[config.mk]
export PLATFORM = sky130hd
export DESIGN_NAME = icpm_ctrl
export DESIGN_NICKNAME = d
export VERILOG_FILES = /design/src/rtl/core/icpm_pkg.sv /design/src/rtl/core/icpm_ctrl.sv
export VERILOG_INCLUDE_DIRS = /design/src /design/src/rtl/core
export SDC_FILE = /design/constraint.sdc
export NUM_CORES = 1
export LEC_CHECK = 0
export BUFFER_PORTS_ARGS = -buffer_cell sky130_fd_sc_hd__buf_2
export CAP_MARGIN = 20
export CORE_AREA = 5 5 42 44
export DETAILED_ROUTE_END_ITERATION = 12
export DIE_AREA = 0 0 47 49
export SYNTH_ARGS = -nofsm -noshare
export SYNTH_HDL_FRONTEND = slang
export SYNTH_SLANG_ARGS = --single-unit
[constraint.sdc]
create_clock -name i_clk -period 1.2 [get_ports i_clk]
set_clock_uncertainty 0.15 [all_clocks]
set_input_delay 0.12 -clock i_clk [delete_from_list [all_inputs] [get_ports i_clk]]
set_output_delay 0.12 -clock i_clk [all_outputs]
set_load 0.01 [all_outputs]
[src/rtl/core/inversion_count_permutations_mod_unit_macros.svh]
// Assertion macros shared by the inversion count unit.
// Needs no other file; the asserting modules include it by name.
// The macros expect a clock i_clk and an active-low reset i_rst_n in scope.
`ifndef INVERSION_COUNT_PERMUTATIONS_MOD_UNIT_MACROS_SVH
`define INVERSION_COUNT_PERMUTATIONS_MOD_UNIT_MACROS_SVH
`ifndef SYNTH
`define ICPM_ASSERT(label, prop, msg) \
    label: assert property (@(posedge i_clk) disable iff (!i_rst_n) prop) else $error(msg);
`define ICPM_NEVER(label, cond, msg) \
    label: assert property (@(posedge i_clk) disable iff (!i_rst_n) !(cond)) else $error(msg);
`else
`define ICPM_ASSERT(label, prop, msg)
`define ICPM_NEVER(label, cond, msg)
`endif
`endif

[src/rtl/core/icpm_pkg.sv]
// Shared constants, types and modular helpers for the inversion count unit.
// Has no dependencies; icpm_ctrl, icpm_dp, the top level and the testbench import it.
package icpm_pkg;

    localparam int DATA_W     = 30;
    localparam int N_LEN_W    = 11;
    localparam int K_TARGET_W = 10;
    localparam int DEF_MAX_N  = 1024;
    localparam int DEF_MAX_K  = 1023;

    localparam logic [DATA_W-1:0] MOD_P = 30'd1000000007;

    typedef struct packed {
        logic load;
        logic clr_issue;
        logic fwd_init;
        logic fwd_issue;
        logic bwd_init;
        logic bwd_issue;
        logic next_row;
        logic rd_final;
        logic take_result;
    } t_icpm_cmd;

    typedef struct packed {
        logic j_at_k;
        logic bwd_last;
        logic k_zero;
        logic bwd_empty;
        logic rows_done;
        logic out_busy;
    } t_icpm_sts;

    function automatic logic [DATA_W-1:0] add_mod(input logic [DATA_W-1:0] a,
                                                  input logic [DATA_W-1:0] b);
        logic [DATA_W:0] s;
        s = {1'b0, a} + {1'b0, b};
        if (s >= {1'b0, MOD_P}) begin
            s = s - {1'b0, MOD_P};
        end
        return s[DATA_W-1:0];
    endfunction

    function automatic logic [DATA_W-1:0] sub_mod(input logic [DATA_W-1:0] a,
                                                  input logic [DATA_W-1:0] b);
        logic [DATA_W:0] d;
        if (a >= b) begin
            d = {1'b0, a} - {1'b0, b};
        end else begin
            d = {1'b0, a} + {1'b0, MOD_P} - {1'b0, b};
        end
        return d[DATA_W-1:0];
    endfunction

endpackage

[src/rtl/core/icpm_ctrl.sv]
// Sequencer of the inversion count unit: clear, forward and backward passes, readout.
// Depends on icpm_pkg and the assertion macro header.
`include "inversion_count_permutations_mod_unit_macros.svh"

module icpm_ctrl import icpm_pkg::*; (
    input  logic      i_clk,
    input  logic      i_rst_n,
    input  logic      i_in_valid,
    output logic      o_in_ready,
    input  t_icpm_sts i_sts,
    output t_icpm_cmd o_cmd
);

    localparam logic [2:0] S_IDLE      = 3'd0;
    localparam logic [2:0] S_CLEAR     = 3'd1;
    localparam logic [2:0] S_ROW       = 3'd2;
    localparam logic [2:0] S_FWD       = 3'd3;
    localparam logic [2:0] S_FWD_DRAIN = 3'd4;
    localparam logic [2:0] S_BWD       = 3'd5;
    localparam logic [2:0] S_FINAL     = 3'd6;
    localparam logic [2:0] S_FETCH     = 3'd7;

    logic [2:0] r_state;
    logic [2:0] n_state;

    always_comb begin
        n_state    = r_state;
        o_cmd      = '0;
        o_in_ready = 1'b0;
        case (r_state)
            S_IDLE: begin
                o_in_ready = 1'b1;
                if (i_in_valid) begin
                    o_cmd.load = 1'b1;
                    n_state    = S_CLEAR;
                end
            end
            S_CLEAR: begin
                o_cmd.clr_issue = 1'b1;
                if (i_sts.j_at_k) begin
                    n_state = S_ROW;
                end
            end
            S_ROW: begin
                if (i_sts.rows_done || i_sts.k_zero) begin
                    n_state = S_FINAL;
                end else begin
                    o_cmd.fwd_init = 1'b1;
                    n_state        = S_FWD;
                end
            end
            S_FWD: begin
                o_cmd.fwd_issue = 1'b1;
                if (i_sts.j_at_k) begin
                    n_state = S_FWD_DRAIN;
                end
            end
            S_FWD_DRAIN: begin
                if (i_sts.bwd_empty) begin
                    o_cmd.next_row = 1'b1;
                    n_state        = S_ROW;
                end else begin
                    o_cmd.bwd_init = 1'b1;
                    n_state        = S_BWD;
                end
            end
            S_BWD: begin
                o_cmd.bwd_issue = 1'b1;
                if (i_sts.bwd_last) begin
                    o_cmd.next_row = 1'b1;
                    n_state        = S_ROW;
                end
            end
            S_FINAL: begin
                o_cmd.rd_final = 1'b1;
                n_state        = S_FETCH;
            end
            S_FETCH: begin
                if (!i_sts.out_busy) begin
                    o_cmd.take_result = 1'b1;
                    n_state           = S_IDLE;
                end
            end
            default: begin
                n_state = S_IDLE;
            end
        endcase
    end

    always_ff @(posedge i_clk) begin
        if (!i_rst_n) begin
            r_state <= S_IDLE;
        end else begin
            r_state <= n_state;
        end
    end

    `ICPM_NEVER(a_fwd_needs_k, (r_state == S_FWD) && i_sts.k_zero, "forward pass with k of zero")
    `ICPM_NEVER(a_bwd_range, (r_state == S_BWD) && i_sts.bwd_empty, "backward pass below row")
    `ICPM_ASSERT(a_final_done, (r_state == S_FINAL) |-> (i_sts.rows_done || i_sts.k_zero), "early readout")

endmodule

# Word-level counts from Yosys, hierarchy flattened

Cells that the tools add are included.

Eq/ne operators: 12
Reductions and logical operators: 3
Mux-type cells: 24

Operators with widths:

| operator           | number |
|---|---|
| $pmux 3 s8         | 1 |
| $mux 3             | 7 |
| $mux 1             | 15 |
| $eq 3x3->1 const B | 4 |
| $ne 2x2->1 const B | 5 |
| $eq 3x2->1 const B | 2 |
| $reduce_and 5->1   | 1 |
| $eq 3x1->1 const B | 1 |
| $logic_not 3->1    | 1 |
| $pmux 1 s2         | 1 |
| $logic_or 1x1->1   | 1 |

Output and inout bits: 10
Register bits: 3
Logic and storage cells: 40

# Longest topological paths before layout

Gate-level depths: netlist of run 1.

Depth after elaboration: 3
Depth in mapped cells: 4
Mapped depth without buffers: 3

# Worst setup path after synthesis of run 1

Ideal clock, no wire load.

Kind: reg-to-output
Start point: reg r_state[1]
End point: out o_cmd[8] (netlist name)
Path slack: -121 ps
Data required time: 930 ps
Arrival time: 1051 ps
Stages on the path, launching flop included: 4
Cells stage by stage: dfxtp_1 buf_6 nor3_1 and2_1

RTL lines:

| what                   | line            | text |
|---|---|---|
| start, declared        | icpm_ctrl.sv:23 | `logic [2:0] r_state;` |
| start signal, assigned | icpm_ctrl.sv:94 | `r_state <= n_state;` |
| end, declared          | icpm_ctrl.sv:11 | `output t_icpm_cmd o_cmd` |

==> key figures, run 1 <==
Status
  – Status: finished with violations
  – Failing checks: negative setup slack

Setup path
  – Crit path cell chain: or2b_1 -> buf_6 -> nor4_2 -> buf_2
  – Reg2Reg Setup Slack: -0.19 ns
  – Slowest stage delay, CP: 0.35 ns
  – Reg2reg end: r_state[2]
  – Worst endpoint required time: 0.93 ns
  – Worst R2R Path Depth: 4
  – Arrival time at the worst endpoint: 1.24 ns
  – Worst R2R Start: r_state[1]
  – CP top delay family: simple AND/OR/NAND/NOR gates
  – Startpoint Class: flip-flop
  – Critical path fanouts, max: 4
  – Cell at the slowest stage of the critical path: dfxtp_4
  – Critical path type: flip-flop to primary output
  – CP bufs+invs: 2
  – Critical path capture point type: primary output

Finish
  – Largest regs: r_state: 3 flops
  – Final core occ: 48.1%
  – Layout cells sized above 1: 71.4%
  – Layout Cells excl Fill: 93
  – Most frequent cells in the layout: buf_2 (17), buf_6 (11), buf_4 (6)
  – # diodes: 0
  – Max reg flops: 3
  – # nets final: 87
  – Final instance area: 674 um2
  – Reg with most FFs: r_state
  – Most common cell after layout, fill and taps aside: buf_2
  – Synth-to-layout area growth: 124%

Place
  – Cells after DPL: 82
  – Dpl hpwl: 775 um
  – Gpl congestion: 0.786
  – Post-DP Area: 470 um2
  – Buffers added on ports: 18

Drt
  – DR pass1 iterations: 2
  – DR iter-0 viols: 1
  – DRC: 0
  – ANT nets after route: 0
  – Via count: 439
  – Vias/cell: 4.72
  – Post-Route WL: 1170 um
  – Routed len/inst: 12.6 um

Timing
  – Period utilisation layout: 126%
  – Tightest Pin Transition: 0.166 ns
  – Slew Limit Fails: 0
  – Hold_ws: 0.0721 ns
  – Min cycle time layout: 1.51 ns
  – Fin. Hold Viols: 0
  – F_max: 0.664 GHz
  – Endpoints failing setup: 13
  – Worst setup margin: -0.306 ns
  – RSZ-0062 raised after global routing: true
  – Rel. slew slack: 88.8%

Floorplanning
  – IO Pins: 19
  – Die width: 47 um
  – Initial Utilization: 21.5%
  – Die area: 2300 um2
  – Rows: 14
  – Core area: 1400 um2
  – Die H: 49 um

Logic synthesis
  – Synth area leader: dfxtp_1
  – Post-synthesis cell type count: 23
  – Cell Area, Synth: 302 um2
  – Seq cells post-synth: 3
  – Yosys warns: 0
  – Sequential element share of the synthesized area: 19.9%
  – Post-synthesis average cell area: 7.35 um2
  – Post-synth top area share: 19.9%
  – Syn Nets: 50
  – Synth area leaders: dfxtp_1 (20%), o221a_2 (7.5%), nor3_1 (6.6%), nand2b_1 (6.2%), nor2_1 (6.2%)
  – Syn Inst Count: 41

CTS
  – CTS tree: done
  – Clock slew at reported path FFs: 0.04 ns
  – Clk_lat worst skew: 0.23 ns
  – CTS H-tree lvls: 1
  – Clk sinks: 3
  – Clk root buf: clkbuf_4
  – Num CTS Buffers: 3
  – Bufs on Longest Clock Path: 2

GRT
  – Largest net degree at the start of global routing: 7
  – Antenna violations before repair: 0
  – Global Route Usage Sum: 11.0%
  – Vias in the first global route: 452
  – Global-route wire length before repair: 1840 um
  – Overflow after GRT: 0

Pwr
  – Static leakage: 0.325 nW
  – Peak supply drop: 854 uV
  – Pwr/cell area: 2060 nW/um2

Worst hold path
  – Hold endpoint: r_state[0]
  – HP Start: i_in_valid
  – Hold crit path type: primary input to flip-flop
  – Depth of the worst hold-timing path: 3

Flow run
  – Max cap viols: 0
per-layer routing:
metal | up-vias | share of wire (%) | global-route usage, % | wire length, um
li1 | 222 | - | - | -
met1 | 203 | 43 | 12.7 | 504
met2 | 14 | 51 | 17.9 | 592
met3 | 0 | 6.3 | 2.58 | 74
met4 | 0 | 0 | 5.53 | 0
met5 | - | 0 | 0 | 0
through the flow:
| step | setup slack (ns) | power, mW | setup TNS, ns |
|---|---|---|---|
| detailed placement | -0.161 | 0.851 | -0.981 |
| global route | -0.397 | 1.50 | -3.39 |
| CTS | -0.321 | 1.28 | -2.68 |
| floorplan | -0.108 | 0.573 | -0.213 |
| global placement | -0.144 | 0.838 | -0.820 |
| finish | -0.306 | 1.39 | -2.59 |
logic make-up after synthesis:
kind of cell,count (synthesis),share of synthesized area (%)
AO/OA/AOI/OAI,10,28.6
multiplexers,1,3.32
flip-flops,3,19.9
buffers and inverters,5,9.54
AND/OR/NAND/NOR,22,38.6
Yosys cell counts:
library cell and number:
o211a_1 1, or2b_1 1, and3_1 1, dfxtp_1 3
buf_2 2, nor2_1 5, and2_4 1, a31oi_1 1
o21a_1 1, o221a_1 1, nand2b_1 3, o221a_2 2
nor4_1 1, buf_6 1, and2_1 1, nand2_1 3
a21oi_1 2, mux2i_1 1, nor3_1 4, inv_1 2
a2bb2oi_1 1, nor2b_1 2, o311a_1 1
worst min-delay path: stages:
cell and delay [ns]:
buf_2 0.08, nand2b_1 0.09, o211a_1 0.13
worst max-delay path by stage:
stage / startpoint / to / slack (ns) / cells after the start
floorplan: r_state[1] / r_state[2] / -0.11 / 4
global placement: r_state[2] / r_state[0] / -0.14 / 3
detailed placement: r_state[1] / r_state[2] / -0.16 / 4
CTS: r_state[1] / o_cmd[4] / -0.32 / 5
global route: r_state[1] / o_cmd[6] / -0.40 / 4
finish: r_state[1] / o_cmd[6] / -0.31 / 4
timing repair:
action	CTS	global route
setup buffers	4	3
pin swaps	8	3
hold buffers	1	0
setup endpoints to repair	13	13
endpoints found under the hold margin	1	0
resized for setup	20	12
final cells by class:
type / count / area [um2]
fillers: 142 / 727
repair buffers: 35 / 264
well taps: 16 / 20.0
clock buffers: 4 / 26.3
flip-flops and latches: 3 / 71.3
inverters: 2 / 7.51
multi-input cells: 33 / 285
where the power goes:
part / switching (mW) / internal, mW / leakage, nW
sequential: 0.0655 / 0.158 / 0.0267
combinational: 0.410 / 0.576 / 0.283
clock: 0.0545 / 0.125 / 0.0150
total: 0.530 / 0.859 / 0.325
No activity file was read; power rests on OpenSTA's default activity.
==> run 2, diff against run 1 <==
--- a/config.mk
+++ b/config.mk
@@ -6,6 +6,7 @@
 export SDC_FILE = /design/constraint.sdc
 export NUM_CORES = 1
 export LEC_CHECK = 0
+export ABC_AREA = 1
 export BUFFER_PORTS_ARGS = -buffer_cell sky130_fd_sc_hd__buf_2
 export CAP_MARGIN = 20
 export CORE_AREA = 5 5 42 44
==> run 2 against run 1 <==
  * Critical path type unchanged
  * Total power increased by 5.9%
  * Synthesized cell count increased by 34%
  * Count of clock-buffer cells in the layout unchanged
  * Area after synthesis increased by 0.41%
  * Sequential share of layout area increased by 1.0 points
  * The flow still finishes with violations (negative setup slack)
==> key figures, run 2 <==
Logic synthesis
  – Synth area leader: dfxtp_1 (unchanged)
  – Main combinational cell family by area after synthesis: simple AND/OR/NAND/NOR gates (unchanged)
  – Main flop type after synthesis: dfxtp_1 (unchanged)
  – Most common library cells after synthesis: nor2_1 (13), nand2_1 (12), inv_1 (10) (was nor2_1 (5), nor3_1 (4), dfxtp_1 (3), nand2_1 (3), nand2b_1 (3))
  – Asr flop ratio synth: 0% (unchanged)
  – Simple-gate share of the synthesized area: 49.2% (was 38.6%)
  – Post-Synth Adder-Cell Area: 0% (unchanged)
  – Seq cells post-synth: 3 (unchanged)
  – Yosys warns: 0 (unchanged)
  – Synth area leaders: dfxtp_1 (20%), nor2_1 (16%), nand2_1 (15%), inv_1 (12%), nand3_1 (6.6%) (was dfxtp_1 (20%), o221a_2 (7.5%), nor3_1 (6.6%), nand2b_1 (6.2%), nor2_1 (6.2%))
  – Cell Area, Synth: 303 um2 (was 302 um2)
  – Sequential element share of the synthesized area: 19.8% (was 19.9%)
  – Syn Nets: 64 (was 50)
  – Post-synth EDFFs: 0 (unchanged)
  – Post-synthesis cell type count: 16 (was 23)
  – Post-synthesis average cell area: 5.51 um2 (was 7.35 um2)
  – XOR/XNOR Fraction of Synth Area: 0% (unchanged)
  – Syn Inst Count: 55 (was 41)
  – Mux cell area share after synthesis: 0% (was 3.32%)
  – Top-count cell post-synth: nor2_1 (unchanged)
  – Post-synth top area share: 19.8% (was 19.9%)
  – Synth Area in Compound Gates: 17.4% (was 28.6%)

Place
  – Dpl hpwl: 733 um (was 775 um)
  – Post-DP Area: 453 um2 (was 470 um2)
  – Gpl congestion: 0.731 (was 0.786)
  – Buffers added on ports: 18 (unchanged)

Finish
  – Reg with most FFs: r_state (unchanged)
  – Most frequent cells in the layout: buf_2 (17), nor2_1 (9), buf_4 (9) (was buf_2 (17), buf_6 (11), buf_4 (6))
  – Final instance area: 616 um2 (was 674 um2)
  – Synth-to-layout area growth: 103% (was 124%)
  – # diodes: 0 (unchanged)
  – Layout cells sized above 1: 60.7% (was 71.4%)
  – Largest regs: r_state: 3 flops (unchanged)
  – Max reg flops: 3 (unchanged)
  – Most common cell after layout, fill and taps aside: buf_2 (unchanged)
  – # nets final: 99 (was 87)

Timing
  – Endpoints failing setup: 13 (unchanged)
  – Tightest Pin Transition: 0.230 ns (was 0.166 ns)
  – Hold_ws: 0.143 ns (was 0.0721 ns)
  – Rel. slew slack: 84.6% (was 88.8%)
  – Slew Limit Fails: 0 (unchanged)
  – Fin. Hold Viols: 0 (unchanged)
  – Min cycle time layout: 1.37 ns (was 1.51 ns)
  – Period utilisation layout: 115% (was 126%)
  – RSZ-0062 raised after global routing: true (unchanged)
  – Setup_tns: -1.54 ns (was -2.59 ns)
  – F_max: 0.728 GHz (was 0.664 GHz)
  – Worst setup margin: -0.175 ns (was -0.306 ns)

Drt
  – ANT nets after route: 0 (unchanged)
  – Routed len/inst: 10.3 um (was 12.6 um)
  – DRC: 0 (unchanged)
  – Vias/cell: 4.44 (was 4.72)
  – DR pass1 iterations: 3 (was 2)
  – Post-Route WL: 1090 um (was 1170 um)
  – Via count: 466 (was 439)
  – DR iter-0 viols: 7 (was 1)

GRT
  – Largest net degree at the start of global routing: 9 (was 7)
  – Global-route wire length before repair: 1680 um (was 1840 um)
  – Overflow after GRT: 0 (unchanged)
  – Vias in the first global route: 446 (was 452)
  – Antenna violations before repair: 0 (unchanged)
  – Global Route Usage Sum: 10.2% (was 11.0%)

Setup path
  – Cell at the slowest stage of the critical path: dfxtp_4 (unchanged)
  – Critical path type: flip-flop to primary output (unchanged)
  – Crit path launch: r_state[1] (unchanged)
  – Startpoint Class: flip-flop (unchanged)
  – Worst R2R Path Depth: 7 (was 4)
  – Crit path cell chain: inv_4 -> nand2_4 -> buf_4 -> nor2_2 -> buf_2 (was or2b_1 -> buf_6 -> nor4_2 -> buf_2)
  – Reg2reg end: r_state[2] (unchanged)
  – WP depth: 5 (was 4)
  – Critical path fanouts, max: 4 (unchanged)
  – Critical path capture point type: primary output (unchanged)
  – Worst R2R Start: r_state[1] (unchanged)
  – Arrival time at the worst endpoint: 1.10 ns (was 1.24 ns)
  – Worst Setup EP: o_cmd[7] (was o_cmd[6])
  – Reg2Reg Setup Slack: -0.09 ns (was -0.19 ns)
  – CP bufs+invs: 3 (was 2)
  – Worst endpoint required time: 0.93 ns (about the same)
  – CP top delay family: flip-flops (was simple AND/OR/NAND/NOR gates)
  – Slowest stage delay, CP: 0.36 ns (was 0.35 ns)

Floorplanning
  – Die H: 49 um (unchanged)
  – Die width: 47 um (unchanged)
  – Initial Utilization: 21.6% (was 21.5%)
  – IO Pins: 19 (unchanged)
  – Core area: 1400 um2 (unchanged)
  – Die area: 2300 um2 (unchanged)
  – Rows: 14 (unchanged)

CTS
  – Clock slew at reported path FFs: 0.04 ns (about the same)
  – Clk root buf: clkbuf_4 (unchanged)
  – Clk sinks: 3 (unchanged)
  – Clk_lat worst skew: 0.25 ns (was 0.23 ns)
  – Bufs on Longest Clock Path: 2 (unchanged)
  – Num CTS Buffers: 3 (unchanged)
  – CTS H-tree lvls: 1 (unchanged)
  – CTS tree: done (unchanged)

Pwr
  – Clock Power Share: 12.8% (was 12.9%)
  – Peak supply drop: 1010 uV (was 854 uV)
  – Static leakage: 0.343 nW (was 0.325 nW)
  – Internal power: 0.773 mW (was 0.859 mW)
  – Combinational share of power: 68.4% (was 71.0%)
  – Switching share of power: 47.4% (was 38.1%)
  – Sw power: 0.697 mW (was 0.530 mW)
  – Pwr/cell area: 2390 nW/um2 (was 2060 nW/um2)
  – Sequential share of power: 18.8% (was 16.1%)

Status
  – Failing checks: negative setup slack (unchanged)
  – Status: finished with violations (unchanged)

Flow run
  – Max cap viols: 0 (unchanged)

Worst hold path
  – Hold crit path type: primary input to flip-flop (unchanged)
==> run 2: cell count changes in the layout (fill, tap and decap cells not counted), sizes merged, moves of 2 or more <==
| cell | change |
|---|---|
| inv | +9 |
| nand2 | +9 |
| nor2 | +9 |
| buf | -5 |
| nand3 | +4 |
| o21ai | +4 |
| nand2b | -3 |
| nor3 | -3 |
| o221a | -3 |
| and2 | -2 |
| nor2b | -2 |
==> run 2: kinds of logic after synthesis <==
group / count (synthesis)
buffers and inverters: 11
AOI/OAI and AO/OA: 8
DFF: 3
and+or+nand+nor: 33
==> run 2: worst min path at each step <==
stage / start / to / slack (ns) / depth (start not counted)
after floorplan: i_rst_n / r_state[1] / 0.09 / 2
after global placement: i_rst_n / r_state[1] / 0.22 / 3
after detailed placement: i_rst_n / r_state[0] / 0.23 / 3
after CTS: i_sts[0] / r_state[2] / 0.13 / 4
after global routing: i_sts[0] / r_state[2] / 0.15 / 4
final: i_sts[0] / r_state[2] / 0.14 / 4
==> run 2: what timing repair did <==
action                                 CTS  global route
endpoints found under the hold margin    3             0
gates resized for setup                 21             8
pin swaps                                7             5
hold buffers                             1             0
buffers inserted                         5             1
setup endpoints to repair               13            13
==> run 2: layout make-up <==
class                      count  area [um2]
fill                         157         786
timing repair buffer          30         196
multi-input combinational     41         255
inverter                      11        46.3
sequential                     3        71.3
tap                           16        20.0
clock buffer                   4        26.3
==> run 2: per-layer routing <==
metal	part of all wire [%]	routed length, um	vias up	track usage, %
li1	-	-	241	-
met1	33	362	212	8.71
met2	58	627	10	17.6
met3	5.9	64	3	3.32
met4	2.9	31	0	8.29
met5	0	0	-	0
==> run 2: through the flow <==
stage	utilization, %	instances	setup WS (ns)	total power, mW
after CTS	41.3	104	-0.169	1.39
after detailed placement	32.3	94	-0.0785	0.914
after global routing	43.9	105	-0.226	1.60
after global placement	32.3	94	-0.0712	0.909
final	43.9	105	-0.175	1.47
after floorplan	-	55	-0.0330	0.637
==> run 2: worst register-to-register path, cell delays in order (launching register included) <==
cell     delay (ns)
dfxtp_4        0.38
inv_4          0.06
buf_4          0.12
nand4_1        0.10
nand2_1        0.10
nor2_4         0.11
nand2_1        0.08
a21oi_2        0.11
==> run 2: power by group through the flow <==
stage | Sequential [mW] | Clock (mW) | Combinational [mW]
floorplan | 0.203 | 0 | 0.434
global placement | 0.204 | 0 | 0.705
detailed placement | 0.202 | 0 | 0.712
CTS | 0.262 | 0.195 | 0.933
global route | 0.290 | 0.205 | 1.10
finish | 0.277 | 0.188 | 1.01
